File: config.mk
export PLATFORM = sky130hd
export DESIGN_NAME = ubrf_scan
export DESIGN_NICKNAME = d
export VERILOG_FILES = /design/src/hdl/ubrf_pkg.sv /design/src/hdl/ubrf_scan.sv
export SDC_FILE = /design/constraint.sdc
export NUM_CORES = 1
export LEC_CHECK = 0
export BUFFER_PORTS_ARGS = -buffer_cell sky130_fd_sc_hd__buf_2
export CAP_MARGIN = 20
export CORE_UTILIZATION = 40
export CTS_CLUSTER_DIAMETER = 40
export DETAILED_ROUTE_END_ITERATION = 16
export GPL_ROUTABILITY_DRIVEN = 0
export GPL_TIMING_DRIVEN = 0
export HOLD_SLACK_MARGIN = 0.15
export PLACE_DENSITY = 0.65
export SLEW_MARGIN = 20
export SYNTH_ARGS = -nofsm -noshare
export SYNTH_HDL_FRONTEND = slang
export SYNTH_SLANG_ARGS = --single-unit
File: constraint.sdc
create_clock -name aclk -period 8.2 [get_ports aclk]
set_clock_uncertainty 0.05 [all_clocks]
set_input_delay 1.23 -clock aclk [delete_from_list [all_inputs] [get_ports aclk]]
set_output_delay 1.23 -clock aclk [all_outputs]
set_load 0.05 [all_outputs]
File: src/hdl/ubrf_pkg.sv
package ubrf_pkg;

    localparam int ADDR_W    = 16;
    localparam int DATA_W    = 8;
    localparam int MEM_DEPTH = 1 << ADDR_W;
    localparam int CFG_W     = 16;
    localparam int CFG_IDX_W = 2;

    localparam logic [ADDR_W-1:0] SCAN_TOP       = 16'hFFBF;
    localparam logic [ADDR_W-1:0] SCAN_BOTTOM    = 16'h0100;
    localparam logic [ADDR_W-1:0] NOT_FOUND_ADDR = 16'h00FF;
    localparam logic [DATA_W-1:0] FILL_FIRST     = 8'hFF;
    localparam logic [DATA_W-1:0] FILL_LAST      = 8'h00;

    localparam logic [CFG_IDX_W-1:0] CFG_RUN_LENGTH = 2'd0;
    localparam logic [CFG_IDX_W-1:0] CFG_ECHO_START = 2'd1;
    localparam logic [CFG_IDX_W-1:0] CFG_ECHO_LEN   = 2'd2;

    localparam logic [7:0]  RUN_LENGTH_RST = 8'd77;
    localparam logic [15:0] ECHO_START_RST = 16'd0;
    localparam logic [14:0] ECHO_LEN_RST   = 15'd4;

    typedef struct packed {
        logic [ADDR_W-1:0] address;
        logic [DATA_W-1:0] data_byte;
        logic              last_item;
    } in_beat_t;

    typedef struct packed {
        logic              found;
        logic [ADDR_W-1:0] start_address;
        logic [DATA_W-1:0] fill_value;
    } out_beat_t;

    typedef struct packed {
        logic [7:0]  run_length;
        logic [15:0] echo_start;
        logic [14:0] echo_len;
    } cfg_t;

endpackage

File: src/hdl/ubrf_scan.sv
module ubrf_scan
    import ubrf_pkg::*;
(
    input  logic              aclk,
    input  logic              aresetn,
    input  cfg_t              cfg,
    input  logic              start,
    output logic              busy,
    output logic [ADDR_W-1:0] rd_addr,
    input  logic [DATA_W-1:0] rd_data,
    output logic              m_valid,
    input  logic              m_ready,
    output out_beat_t         m_data
);

    typedef enum logic [1:0] {
        ST_LOAD,
        ST_SCAN,
        ST_HOLD
    } state_t;

    localparam logic EMPTY_RANGE = (SCAN_TOP < SCAN_BOTTOM);

    state_t            state_reg,  state_next;
    logic [ADDR_W-1:0] addr_reg,   addr_next;
    logic [DATA_W-1:0] val_reg,    val_next;
    logic              issue_reg,  issue_next;
    logic              pv_reg,     pv_next;
    logic [ADDR_W-1:0] paddr_reg,  paddr_next;
    logic [DATA_W-1:0] pval_reg,   pval_next;
    logic              pfirst_reg, pfirst_next;
    logic              plast_reg,  plast_next;
    logic [7:0]        count_reg,  count_next;
    logic [7:0]        need_reg,   need_next;
    logic [ADDR_W:0]   wend_reg,   wend_next;
    out_beat_t         res_reg,    res_next;
    logic              mvalid_reg, mvalid_next;
    out_beat_t         mdata_reg,  mdata_next;

    logic       in_win;
    logic       match;
    logic [7:0] base;
    logic [7:0] base_inc;
    logic       hit;
    out_beat_t  miss;

    assign miss = '{found: 1'b0, start_address: NOT_FOUND_ADDR, fill_value: FILL_LAST};

    always_comb begin
        in_win   = ({1'b0, paddr_reg} >= {1'b0, cfg.echo_start}) &&
                   ({1'b0, paddr_reg} <= wend_reg);
        match    = (rd_data == pval_reg);
        base     = pfirst_reg ? 8'd0 : count_reg;
        base_inc = base + 8'd1;
        hit      = pv_reg && !in_win && match && (base_inc == need_reg);
    end

    always_comb begin
        state_next  = state_reg;
        addr_next   = addr_reg;
        val_next    = val_reg;
        issue_next  = issue_reg;
        pv_next     = pv_reg;
        paddr_next  = paddr_reg;
        pval_next   = pval_reg;
        pfirst_next = pfirst_reg;
        plast_next  = plast_reg;
        count_next  = count_reg;
        need_next   = need_reg;
        wend_next   = wend_reg;
        res_next    = res_reg;
        mvalid_next = mvalid_reg;
        mdata_next  = mdata_reg;

        if (m_ready) begin
            mvalid_next = 1'b0;
        end

        case (state_reg)
            ST_LOAD: begin
                if (start) begin
                    need_next  = (cfg.run_length == 8'd0) ? 8'd1 : cfg.run_length;
                    wend_next  = {1'b0, cfg.echo_start} + {2'b00, cfg.echo_len};
                    addr_next  = SCAN_TOP;
                    val_next   = FILL_FIRST;
                    issue_next = 1'b1;
                    pv_next    = 1'b0;
                    if (EMPTY_RANGE) begin
                        res_next   = miss;
                        issue_next = 1'b0;
                        state_next = ST_HOLD;
                    end else begin
                        state_next = ST_SCAN;
                    end
                end
            end
            ST_SCAN: begin
                // read issued at addr_reg returns next cycle; tag it along
                pv_next     = issue_reg;
                paddr_next  = addr_reg;
                pval_next   = val_reg;
                pfirst_next = (addr_reg == SCAN_TOP);
                plast_next  = (addr_reg == SCAN_BOTTOM) && (val_reg == FILL_LAST);
                if (issue_reg) begin
                    if (addr_reg == SCAN_BOTTOM) begin
                        addr_next = SCAN_TOP;
                        val_next  = val_reg - 8'd1;
                        if (val_reg == FILL_LAST) begin
                            issue_next = 1'b0;
                        end
                    end else begin
                        addr_next = addr_reg - 16'd1;
                    end
                end
                if (pv_reg) begin
                    count_next = (!in_win && match) ? base_inc : 8'd0;
                    if (hit || plast_reg) begin
                        if (hit) begin
                            res_next = '{found: 1'b1, start_address: paddr_reg,
                                         fill_value: pval_reg};
                        end else begin
                            res_next = miss;
                        end
                        issue_next = 1'b0;
                        pv_next    = 1'b0;
                        state_next = ST_HOLD;
                    end
                end
            end
            ST_HOLD: begin
                if (!mvalid_reg || m_ready) begin
                    mvalid_next = 1'b1;
                    mdata_next  = res_reg;
                    state_next  = ST_LOAD;
                end
            end
            default: begin
                state_next = ST_LOAD;
            end
        endcase
    end

    always_ff @(posedge aclk) begin
        if (!aresetn) begin
            state_reg  <= ST_LOAD;
            issue_reg  <= 1'b0;
            pv_reg     <= 1'b0;
            mvalid_reg <= 1'b0;
        end else begin
            state_reg  <= state_next;
            issue_reg  <= issue_next;
            pv_reg     <= pv_next;
            mvalid_reg <= mvalid_next;
        end
        addr_reg   <= addr_next;
        val_reg    <= val_next;
        paddr_reg  <= paddr_next;
        pval_reg   <= pval_next;
        pfirst_reg <= pfirst_next;
        plast_reg  <= plast_next;
        count_reg  <= count_next;
        need_reg   <= need_next;
        wend_reg   <= wend_next;
        res_reg    <= res_next;
        mdata_reg  <= mdata_next;
    end

    assign busy    = (state_reg != ST_LOAD);
    assign rd_addr = addr_reg;
    assign m_valid = mvalid_reg;
    assign m_data  = mdata_reg;

endmodule

Yosys cells after proc, flatten, opt, wreduce, memory -nomap -nowiden

Index checks and enable logic that the tools add are counted.

Logic and storage cells: 89
Register bits after elaboration: 138
Bits of input ports: 51

Muxes and demuxes: 29
Add/sub/neg operators: 4
Magnitude comparators: 2
Equal/unequal tests: 12
Reduce and logical (&&, ||, !) cells: 23

Operators by type and width:

| operator              | count |
|---|---|
| $mux 16               | 3 |
| $mux 8                | 4 |
| $pmux 16 s2           | 1 |
| $mux 25               | 1 |
| $add 16x15->17        | 1 |
| $le 16x17->1          | 1 |
| $eq 16x16->1 const B  | 1 |
| $eq 16x9->1 const B   | 1 |
| $eq 8x8->1            | 2 |
| $ge 16x16->1          | 1 |
| $logic_not 8->1       | 2 |
| $pmux 8 s2            | 1 |
| $sub 16x1->16 const B | 1 |
| $mux 1                | 12 |
| $ne 2x2->1 const B    | 6 |
| $add 8x1->8 const B   | 1 |
| $mux 2                | 4 |
| $reduce_and 2->1      | 4 |
| $reduce_and 4->1      | 2 |
| $sub 8x1->8 const B   | 1 |
| $logic_and 1x1->1     | 6 |
| $pmux 2 s3            | 1 |
| $reduce_and 3->1      | 2 |
| $pmux 1 s2            | 2 |
| other kinds (6)       | 9 |

Longest topological paths before layout

Depth in word-level cells: 10
Gate-level depth with buffers: 11
Depth with buffers taken out: 10

Least setup slack after synthesis

OpenSTA, ideal clock, no wires.

Kind: input-to-reg
From: in cfg[25] (netlist name)
To: reg res_reg[0] (netlist name) (enable)
Setup slack: 3.982 ns
Stages on the path: 10
Library setup time: 0.383 ns
Arrival: 3.785 ns
Required time: 7.767 ns
Cell sequence: inv_1 -> ha_1 -> a21o_1 -> a21oi_1 -> o221ai_1 -> a211o_1 -> a2111o_1 -> a221oi_2 -> buf_2 -> o21a_1

Longest elaborated chain between the ends: 8

Ends and longest elaborated chain:

| item                            | line             | source |
|---|---|---|
| from (decl)                     | ubrf_scan.sv:6   | `input cfg_t cfg,` |
| $ge 16x16->1                    | ubrf_scan.sv:50  | `in_win = ({1'b0, paddr_reg} >= {1'b0, cfg.echo_start}) &&` |
| $logic_and 1x1->1               | ubrf_scan.sv:50  |  |
| $logic_not 1->1                 | ubrf_scan.sv:55  | `hit = pv_reg && !in_win && match && (base_inc == need_reg);` |
| $logic_and 1x1->1 (3 in series) | ubrf_scan.sv:55  |  |
| net hit                         | ubrf_scan.sv:44  | `logic hit;` |
| $logic_or 1x1->1                | ubrf_scan.sv:117 | `if (hit \|\| plast_reg) begin` |
| $reduce_and 3->1 (no line)      | n/a              |  |
| to (signal assigned)            | ubrf_scan.sv:164 | `res_reg <= res_next;` |
| to (decl)                       | ubrf_scan.sv:36  | `out_beat_t res_reg, res_next;` |

The timed path passes the listed nets, and every way through them passes these cells.
A chain may end at the register's enable or synchronous reset.

Worst setup path after layout

From: in cfg[25] (netlist name)
To: reg res_reg[2] (netlist name) (enable)

Same word-level chain as after synthesis.

==> summary.md <==
| Metric | Value |
|---|---|
| Status | `complete, no violations` |
| Post-DR vias/cell | `4.98` |
| Syn Nets | `662` |
| Total power | `2.21 mW` |
| Hold_sp | `res_reg[20]$_SDFFCE_PN0P_` |
| Hold depth | `0` |
| Post_cts resized | `0` |
| CTS max path bufs | `2` |
| FP Rows | `47` |
| CTS Buf Count | `17` |
| Slew at the pin closest to its max-slew limit | `1.01 ns` |
| Post-Route WL | `13,700 um` |
| Worst R2R Setup Slack | `4.31 ns` |
| Synthesis-to-layout area growth | `19.8%` |
| Final Hold Fails | `0` |
| Setup Buffers After CTS | `0` |
| Via count | `4,510` |
| N_diodes | `0` |
| Max transition margin | `32.7%` |
| Pleak | `3.20 nW` |
| First-pass GRT wire length | `23,100 um` |
| Setup_tns | `0 ns` |
| Root Buffer | `clkbuf_16` |
| Worst setup SP type | `input port` |
| Synthesized flop and latch total | `138` |
| Nets@finish | `776` |
| Clock latency on the worst-skew pair | `0.41 ns` |
| Commonest cells after routing, fill and taps aside | `edfxtp_1, buf_2, ha_1` |
| Worst Path Max Fanout | `25` |
| HPWL after DPL | `10,600 um` |
| Die ar. | `17,900 sq um` |
| Hold endpoint | `m_data[20]$_DFFE_PP_` |
| I/O pin count | `94` |
| Sequential fraction of the synthesis area | `59.1%` |
| First-pass DRT Iterations | `5` |
| WP data required | `8.18 ns` |
| RSZ-0062 raised after global routing | `no` |
| Psw | `663 uW` |
| Commonest non-fill, non-tap cell in the layout | `edfxtp_1` |
| FF-to-FF Start | `paddr_reg[0]$_DFFE_PP_` |
| Reg power frac | `44.5%` |
| Internal power | `1.54 mW` |
| Hold Buf Count CTS | `0` |
| RR Endpoint | `res_reg[2]$_SDFFCE_PN0P_` |
| Largest net degree at the start of global routing | `34` |
| Mapped Area | `6930 sq um` |
| Num Clock Sinks | `138` |
| PwrDens | `266 nW/um^2` |
| Initial DRC count | `272` |
| Logic pwr share | `20.8%` |
| Main synth FF type | `edfxtp_1` |
| Tot GR Track Use | `16.7%` |
| Hold Crit Class | `reg2reg` |
| FFs w/ async S/R, synth | `0%` |
| Final setup fails | `0` |
| Worst VDD drop | `0.159 mV` |
| Die height | `134 um` |
| Max Fclk | `228 MHz` |
| CTS tree | `built` |
| Tcrit/Tclk final | `53.5%` |
| Register cell area after layout | `4090 sq um` |
| Number of fill cells in the layout | `1,479` |
| Synth Warn # | `0` |
| Grt total ovfl | `0` |
| Final Max Tran Viols | `0` |
| Distinct cells, synth | `49` |
| Sw frac | `30.0%` |
| Avg Cell Area, Syn | `12.4 sq um` |
| CP Capture Type | `register` |
| CTS HTree Levels | `4` |
| Share of cells above drive strength 1 | `21.0%` |
| Post-detailed-route wirelength per cell | `15.2 um` |
| Initial antenna violation count | `0` |
| # DRC | `0` |
| Multi-input logic area | `2590 sq um` |
| Clock share of power | `34.7%` |
| I/O Buffers | `93` |
| Vias in the first global route | `4,649` |
| Starting Density | `41.4%` |
| Worst-path clk slew | `0.06 ns` |
| CP Data Arrival Time | `4.37 ns` |
| Post-synth EDFFs | `133` |
| Routed Antenna Nets | `0` |
| Synth Instances | `558` |
| Core ar. | `16,800 sq um` |
| Fin crit period | `4.39 ns` |
| Die W | `134 um` |
| CP Class | `in2reg` |
| Max-cap violations | `0` |
| Cells on worst reg2reg path | `10` |
==> critical path, stage by stage <==
cell,delay (ns)
buf_2,0.09
inv_1,0.05
ha_1,0.31
a21o_1,0.18
a21oi_1,0.21
o221ai_1,0.15
a211o_1,0.24
a2111o_1,0.46
a221oi_2,0.37
buf_2,0.27
o21a_1,0.81
==> cell usage after synthesis (4+ instances only) <==
cell type,count,area share [%]
a21o_1,15,1.6
a21oi_1,26,1.9
and2_1,20,1.8
and3_1,5,0.45
buf_2,6,0.43
clkbuf_1,10,0.54
dfxtp_1,5,1.4
edfxtp_1,133,58
ha_1,52,9.4
inv_1,47,2.5
nand2_1,40,2.2
nand2b_1,14,1.3
nand3_1,12,0.87
nand4_1,7,0.63
nor2_1,22,1.2
nor2b_1,8,0.72
nor3_1,11,0.79
nor3b_1,4,0.43
nor4_1,7,0.63
o21a_1,6,0.65
o21ai_0,12,0.87
o31ai_1,4,0.43
or2_2,4,0.36
or3_1,4,0.36
xnor2_1,30,3.8
xor2_1,21,2.7
==> worst max path at each step <==
stage / slack (ns) / start / to
floorplan: 3.98 / cfg[25] / res_reg[0]$_SDFFCE_PN0P_
global placement: 3.41 / cfg[25] / res_reg[0]$_SDFFCE_PN0P_
detailed placement: 3.38 / cfg[25] / res_reg[1]$_SDFFCE_PN0P_
CTS: 3.78 / cfg[25] / res_reg[1]$_SDFFCE_PN0P_
global route: 3.56 / cfg[25] / res_reg[2]$_SDFFCE_PN0P_
finish: 3.81 / cfg[25] / res_reg[2]$_SDFFCE_PN0P_
==> logic make-up (layout without fill, tap and decap cells) <==
family                     Yosys count  in the layout  share of synthesized area, %
AOI/OAI and AO/OA                   84             84                          8.07
xor gates and xnor gates            52             52                          6.68
DFF                                138            138                          59.1
adders and majority gates           53             53                          9.68
buffers and inverters               64            191                          3.63
and+or+nand+nor                    166            166                          12.7
muxes                                1              1                         0.144
==> metal layers <==
metal | track usage (%) | wire length [um] | vias up
met2 | 27.5 | 6460 | 103
met3 | 3.35 | 582 | 18
met5 | 0 | 0 | -
met1 | 21.9 | 6480 | 2148
li1 | - | - | 2241
met4 | 5.87 | 204 | 0
==> layout make-up <==
class / instances / share of cell area [%]
sequential: 138 / 49.3
buffer: 17 / 0.919
clock buffer: 18 / 5.29
clock inverter: 14 / 1.93
multi-input combinational: 356 / 31.2
tap: 220 / 3.31
timing repair buffer: 95 / 5.98
inverter: 47 / 2.12
==> per-stage QoR <==
stage / hold WS, ns / instances / utilization (%) / cell area, sq um / worst slack, ns
final: 0.370 / 905 / 49.6 / 8310 / 3.81
after global routing: 0.376 / 905 / 49.6 / 8310 / 3.56
after CTS: 0.369 / 905 / 49.6 / 8310 / 3.78
after detailed placement: 0.355 / 873 / 46.0 / 7710 / 3.38
after global placement: 0.353 / 871 / 45.8 / 7670 / 3.41
after floorplan: 0.350 / 558 / - / 6930 / 3.98
==> power by group through the flow <==
stage	clock [mW]	combinational, mW	sequential, mW
floorplan	0	0.303	1.01
global placement	0	0.432	0.998
detailed placement	0	0.462	0.997
CTS	0.779	0.464	0.983
global route	0.808	0.519	0.993
finish	0.765	0.458	0.983
Power figures use the tool's default switching activity.
